===== src/rtl/core/dtm_pkg.sv =====
// Shared constants, types and helper functions of the descriptor threshold match block.
package dtm_pkg;

  // Vector length, number of model slots and sample width
  localparam int DIMENSION   = 128;
  localparam int MAX_MODELS  = 256;
  localparam int SAMPLE_BITS = 16;

  // Port widths fixed by the item format
  localparam int VALUE_W    = 16;
  localparam int SLOT_IN_W  = 8;
  localparam int POS_IN_W   = 7;
  localparam int SUM_W      = 41;
  localparam int COUNT_W    = 9;
  localparam int CFG_IDX_W  = 1;

  // Derived widths
  localparam int IDX_W   = (DIMENSION > 1) ? $clog2(DIMENSION) : 1;
  localparam int SLOT_W  = (MAX_MODELS > 1) ? $clog2(MAX_MODELS) : 1;
  localparam int MDEPTH  = MAX_MODELS * DIMENSION;
  localparam int MADDR_W = (MDEPTH > 1) ? $clog2(MDEPTH) : 1;
  localparam int SQ_W    = 2 * SAMPLE_BITS;
  localparam int ADD_W   = ((SQ_W > SUM_W) ? SQ_W : SUM_W) + 1;

  // Operation codes
  localparam logic OP_LOAD  = 1'b0;
  localparam logic OP_QUERY = 1'b1;

  // Register indexes
  localparam logic [CFG_IDX_W-1:0] REG_LIMIT  = 1'b0;
  localparam logic [CFG_IDX_W-1:0] REG_MODELS = 1'b1;

  localparam logic [SUM_W-1:0] LIMIT_RESET = SUM_W'(24159191);

  typedef logic signed [SAMPLE_BITS-1:0] sample_t;

  // Tag that travels with each element read through the distance pipeline
  typedef struct packed {
    logic vld;
    logic first;
    logic last;
  } scan_tag_t;

  // Take the low sample bits of the raw value as a two's complement sample
  function automatic sample_t to_sample(input logic [VALUE_W-1:0] raw);
    logic [VALUE_W+SAMPLE_BITS-1:0] ext;
    ext = {{SAMPLE_BITS{1'b0}}, raw};
    return ext[SAMPLE_BITS-1:0];
  endfunction

  // Flat model store address of one element
  function automatic logic [MADDR_W-1:0] model_addr(input logic [SLOT_W-1:0] slot,
                                                    input logic [IDX_W-1:0] pos);
    return MADDR_W'(MADDR_W'(slot) * MADDR_W'(DIMENSION)) + MADDR_W'(pos);
  endfunction

endpackage


===== src/rtl/core/dtm_dist_acc.sv =====
// Distance pipeline: absolute difference, square and saturating accumulation per slot.
module dtm_dist_acc (
  input  logic                      clk,
  input  logic                      rst_n,
  input  dtm_pkg::scan_tag_t        tag_in,
  input  dtm_pkg::sample_t          model_smp,
  input  dtm_pkg::sample_t          query_smp,
  output logic [dtm_pkg::SUM_W-1:0] dist_sum,
  output logic                      dist_done
);

  localparam int S = dtm_pkg::SAMPLE_BITS;

  dtm_pkg::scan_tag_t tag_a_r, tag_b_r, tag_c_r;
  logic [S-1:0]                 absd_r;
  logic [dtm_pkg::SQ_W-1:0]     sq_r;
  logic [dtm_pkg::SUM_W-1:0]    acc_r, acc_nxt;
  logic                         done_r;
  logic [S:0]                   diff;
  logic [S:0]                   absd;
  logic [dtm_pkg::ADD_W-1:0]    base;
  logic [dtm_pkg::ADD_W-1:0]    total;
  logic [dtm_pkg::ADD_W-1:0]    sum_max;

  // Align tags with RAM data and carry them down the stages
  always_ff @(posedge clk) begin
    if (!rst_n) begin
      tag_a_r <= '0;
      tag_b_r <= '0;
      tag_c_r <= '0;
      done_r  <= 1'b0;
      acc_r   <= '0;
    end else begin
      tag_a_r <= tag_in;
      tag_b_r <= tag_a_r;
      tag_c_r <= tag_b_r;
      done_r  <= tag_c_r.vld & tag_c_r.last;
      acc_r   <= acc_nxt;
    end
  end

  // Absolute difference of the two samples
  always_comb begin
    diff = {model_smp[S-1], model_smp} - {query_smp[S-1], query_smp};
    absd = diff[S] ? (~diff + 1'b1) : diff;
  end

  // Register the difference, then its square
  always_ff @(posedge clk) begin
    absd_r <= absd[S-1:0];
    sq_r   <= absd_r * absd_r;
  end

  // Accumulate with saturation; restart on the first element of a slot
  always_comb begin
    sum_max = dtm_pkg::ADD_W'({dtm_pkg::SUM_W{1'b1}});
    base    = tag_c_r.first ? '0 : dtm_pkg::ADD_W'(acc_r);
    total   = base + dtm_pkg::ADD_W'(sq_r);
    acc_nxt = acc_r;
    if (tag_c_r.vld) begin
      acc_nxt = (total > sum_max) ? {dtm_pkg::SUM_W{1'b1}} : total[dtm_pkg::SUM_W-1:0];
    end
  end

  assign dist_sum  = acc_r;
  assign dist_done = done_r;

endmodule


===== config.mk =====
export PLATFORM = sky130hd
export DESIGN_NAME = dtm_dist_acc
export DESIGN_NICKNAME = d
export VERILOG_FILES = /design/src/rtl/core/dtm_pkg.sv /design/src/rtl/core/dtm_dist_acc.sv
export SDC_FILE = /design/constraint.sdc
export NUM_CORES = 1
export LEC_CHECK = 0
export CAP_MARGIN = 20
export CORE_ASPECT_RATIO = 1.4
export CORE_MARGIN = 2
export CORE_UTILIZATION = 30
export DETAILED_ROUTE_END_ITERATION = 8
export DONT_BUFFER_PORTS = 1
export PLACE_DENSITY = 0.5
export RECOVER_POWER = 25
export SLEW_MARGIN = 20
export SYNTH_ARGS = -nofsm -noshare
export SYNTH_HDL_FRONTEND = slang
export SYNTH_SLANG_ARGS = --single-unit
export TNS_END_PERCENT = 100

===== constraint.sdc =====
create_clock -name clk -period 13.5 [get_ports clk]
set_clock_uncertainty 0.15 [all_clocks]
set_input_delay 0 -clock clk [delete_from_list [all_inputs] [get_ports clk]]
set_output_delay 0 -clock clk [all_outputs]
set_load 0.02 [all_outputs]

---- Yosys cells after proc, flatten, opt, wreduce, memory -nomap -nowiden ----
Index checks and enable logic that the tools add are counted.
storage, ports and cells
  register bits after elaboration ......... 99
  bits of input ports ..................... 37
  output and inout port bits .............. 42
  word-level logic and storage cells ...... 23
operators by class
  add/subtract/negate cells ............... 3
  $mul .................................... 1
  order comparisons ....................... 1
  muxes and demuxes ....................... 3
  bitwise operators ....................... 2
operator list
  kind                     number
  $mux W41                 2
  $add A41 B32 Y42         1
  $gt A42 B41 Y1 const B   1
  $mul A16 B16 Y32         1
  $sub A16 B16 Y17         1
  $add A16 B1 Y16 const B  1
  $mux W16                 1
  $not A16 Y16             1
  $and A1 B1 Y1            1

---- Depth between registers and ports, before layout ----
  word-level depth ........................ 4
  gate-level depth with buffers ........... 25
  gate-level depth less buffers ........... 24

---- Least setup slack after synthesis ----
Ideal clock, no wire load.
  kind .................................... reg2reg
  start point ............................. register absd_r[4]
  end point ............................... register sq_r[29] in the netlist's numbering
  library setup time ...................... 0.072 ns
  data arrival time ....................... 6.288 ns
  data required time ...................... 13.278 ns
  slack ................................... 6.990 ns
  cell stages (with the launch flop) ...... 23
  path buffers ............................ 2
  clock period less this slack ............ 6.510 ns
  cells stage by stage .................... dfxtp_1 -> clkbuf_1 -> clkbuf_1 -> nand2_1 -> fa_1 -> inv_1 -> fa_1 -> fa_1 -> fa_1 -> fa_1 -> inv_1 -> fa_1 -> inv_1 -> ha_1 -> and4_1 -> or3_1 -> o221ai_1 -> a22oi_1 -> a311oi_1 -> o21ai_1 -> a41oi_1 -> nor2b_1 -> xnor2_1
between the ends
  cells in the longest elaborated chain, start to end .. 1
ends and longest elaborated chain
  item                    RTL line            text
  from (decl)             dtm_dist_acc.sv:15  logic [S-1:0] absd_r;
  from (signal assigned)  dtm_dist_acc.sv:50  absd_r <= absd[S-1:0];
  $mul A16 B16 Y32        dtm_dist_acc.sv:51  sq_r <= absd_r * absd_r;
  to (signal assigned)    dtm_dist_acc.sv:51
  to (decl)               dtm_dist_acc.sv:16  logic [dtm_pkg::SQ_W-1:0] sq_r;
Every way passes these cells.
A chain may end at the register's enable or synchronous reset.

---- Worst setup path after layout ----
Ends and elaborated chain as after synthesis.

==> results.toml <==
[status]
outcome = "complete, but fails checks"
violations = "max-capacitance violations, max-slew violations"

[timing]
hold_slack_ns = 0.00916
slew_violations = 47
period_share_pct = 51.0
setup_tns_ns = 0
worstMarginPinSlew_ns = 1.82
rsz0062_at_grt = "false"
slew_headroom_pct = -21.5
finalHoldViolCount = 0
fin_ws_ns = 6.61
max_freq_ghz = 0.145
finalSetupViolCount = 0
period_needed_ns = 6.89

[logic_synthesis]
syn_avg_cell_area_um2 = 8.69
syn_area_um2 = 13100
synth_compound_area_share_pct = 15.6
synth_mux_area_share_pct = 0.316
synthXorXnorAreaFrac_pct = 6.03
syn_nets = 1859
synthAdderAreaFrac_pct = 39.8
synth_top_family_by_area = "adder cells"
seq_area_frac_synth_pct = 15.0
synthArstFlopShare_pct = 0
ys_seq_elements = 98
synth_warnings = 0
synth_cell_types = 76
syn_inst = 1505
synth_ff_type = "dfxtp_1"
synthSimpleGateAreaFrac_pct = 13.3
synth_edf_count = 0

[clock_tree]
clock_sinks = 98
cts_max_level = 3
clk_pin_slew_ns = 0.07
clockBufferDepth = 2
cts-resized-gates = 0
cts_buffers = 9
holdBufCountCts = 21
tritoncts = "yes"
clkLatencyLatePin_ns = 0.36
ctsRootBufferMaster = "clkbuf_16"
postCtsSetupRepairBufs = 0

[placement]
io_buffers = 0
dp_worst_setup_slack_ns = 6.55
dp_hpwl_mm = 25.5
place_congestion = 0.844

[detailed_routing]
ant_nets = 0
route.detailed.drc = 0
dr.pass1.iters = 4
num_vias = 9780
wl_mm = 31.1
via_per_inst = 4.77
wl_per_cell_um = 15.2
drt_iter0_markers = 347

[min_path]
hold_class = "input port to register"

[grt]
grt_antenna_before_repair = 0
grtUsageTotal_pct = 14.0
grt_overflow = 0
grt_max_degree = 49
grt_pass1_vias = 10300
grt_pass1_wl_mm = 52.0

[floorplan]
row_count = 90
core_um2 = 43000
dieArea_um2 = 45300
die_h_um = 251
die_w_um = 180
io_pins = 79
initial_core_util_pct = 30.4

[setup_path]
crit_path_cell_trace = "nand2_1 -> inv_1 -> fa_1 -> fa_1 -> fa_1 -> fa_1 -> fa_1 -> inv_1 -> fa_1 -> inv_1 -> ha_1 -> and4_1 -> or3_1 -> o221ai_1 -> a22oi_1 -> a311oi_1 -> o21ai_1 -> a41oi_1 -> nor2b_1 -> xnor2_1"
slowest_delay_ns = 0.82
path_buf_inv = 3
startpoint_type = "register"
endpoint_kind = "register"
worstPathMaxFanout = 18
critPathSlowestCell = "dfxtp_1"
path_class = "register to register"
cp.required_ns = 13.63
crit_family = "adder cells"
crit_arrival_ns = 7.02
crit_top_cell = "fa_1"

[cells_and_area]
area_growth_pct = 8.20
nNetsFinal = 1850
layout_commonest_cell = "inv_1"
filler_cell_count = 4533
layout_common_cells = "inv_1 (301), fa_1 (165), ha_1 (152), nand2_1 (107), dfxtp_1 (98)"
diodes = 0
drive_above_1_share_pct = 2.80

[run]
maxCapViolCount = 1
Yosys cell counts, types with 4 or more instances:
cell type,n,area [um2]
inv_1,301,1130
fa_1,165,3300
ha_1,152,1900
nand2_1,107,402
dfxtp_1,98,1960
a21oi_1,88,440
xnor2_1,62,543
o21ai_0,56,280
and2_1,50,313
nor2_1,50,188
nor2b_1,45,282
clkbuf_1,42,158
xor2_1,28,245
a21o_1,27,203
nor3_1,24,120
o21a_1,20,150
nand3_1,15,75.1
o21ai_1,15,75.1
a211oi_1,13,97.6
and3_1,12,75.1
a31oi_1,10,62.6
o21bai_1,8,60.1
nand2b_1,6,37.5
nand4_1,6,37.5
o31ai_1,6,45.0
o221a_1,5,56.3
or2_2,5,31.3
a311oi_1,4,35.0
a31o_2,4,35.0
a41oi_1,4,35.0
and4_1,4,35.0
nor4_1,4,25.0
o211ai_1,4,30.0
o221ai_1,4,35.0
or3_1,4,25.0
path summary, 6_finish.rpt:
kind	endpoint	slack [ns]	start	cells past startpoint
worst max register to register	sq_r[29]$_DFF_P_	6.61	absd_r[4]$_DFF_P_	20
worst max-delay path	sq_r[29]$_DFF_P_	6.61	absd_r[4]$_DFF_P_	20
worst min-delay path	absd_r[5]$_DFF_P_	0.009	query_smp[5]	4
worst min register to register	tag_c_r[1]$_SDFF_PN0_	0.29	tag_b_r[1]$_SDFF_PN0_	1
worst register-to-register path, stage by stage, from the launching register on:
cell and delay, ns:
dfxtp_1 0.82, nand2_1 0.22, inv_1 0.13, fa_1 0.45
fa_1 0.54, fa_1 0.53, fa_1 0.52, fa_1 0.54
inv_1 0.06, fa_1 0.54, inv_1 0.05, ha_1 0.35
and4_1 0.22, or3_1 0.31, o221ai_1 0.15, a22oi_1 0.13
a311oi_1 0.39, o21ai_1 0.14, a41oi_1 0.26, nor2b_1 0.18
xnor2_1 0.13
registers in the layout, summed over array words and instances (netlist names):
signal / cells
dist_sum: 41
tag_a_r: 3
tag_c_r: 3
sq_r: 31
dist_done: 1
absd_r: 16
tag_b_r: 3
cells by family after synthesis:
family | after synthesis
multiplexers | 4
adder cells (fa/ha/maj) | 317
XOR/XNOR | 90
AO/OA/AOI/OAI | 307
buffers and inverters | 345
flip-flops | 98
AND/OR/NAND/NOR | 344
stage by stage:
step / cells / utilization (%) / cell area, um2
floorplan: 1505 / - / 13100
global placement: 2016 / 31.7 / 13600
detailed placement: 2016 / 31.7 / 13600
CTS: 2052 / 32.9 / 14200
global route: 2052 / 32.9 / 14200
finish: 2052 / 32.9 / 14200
layer usage:
| layer | vias up | share of wire (%) | global-route usage, % |
|---|---|---|---|
| li1 | 4883 | - | - |
| met1 | 4721 | 44 | 17.1 |
| met2 | 146 | 51 | 25.8 |
| met3 | 30 | 2.4 | 1.46 |
| met4 | 0 | 1.7 | 3.66 |
| met5 | - | 0 | 0 |
final cells by class:
class                           count  area [um2]  area share [%]
Timing Repair Buffer               24         226            1.60
Inverter                          301        1130            7.98
Multi-Input combinational cell   1062        9820            69.4
Clock buffer                        9         225            1.59
Clock inverter                      6        97.6           0.690
Tap cell                          552         691            4.88
Sequential cell                    98        1960            13.9
Power is not shown: default switching activity piles up to over one toggle a cycle in this logic, so the estimate is an artifact.
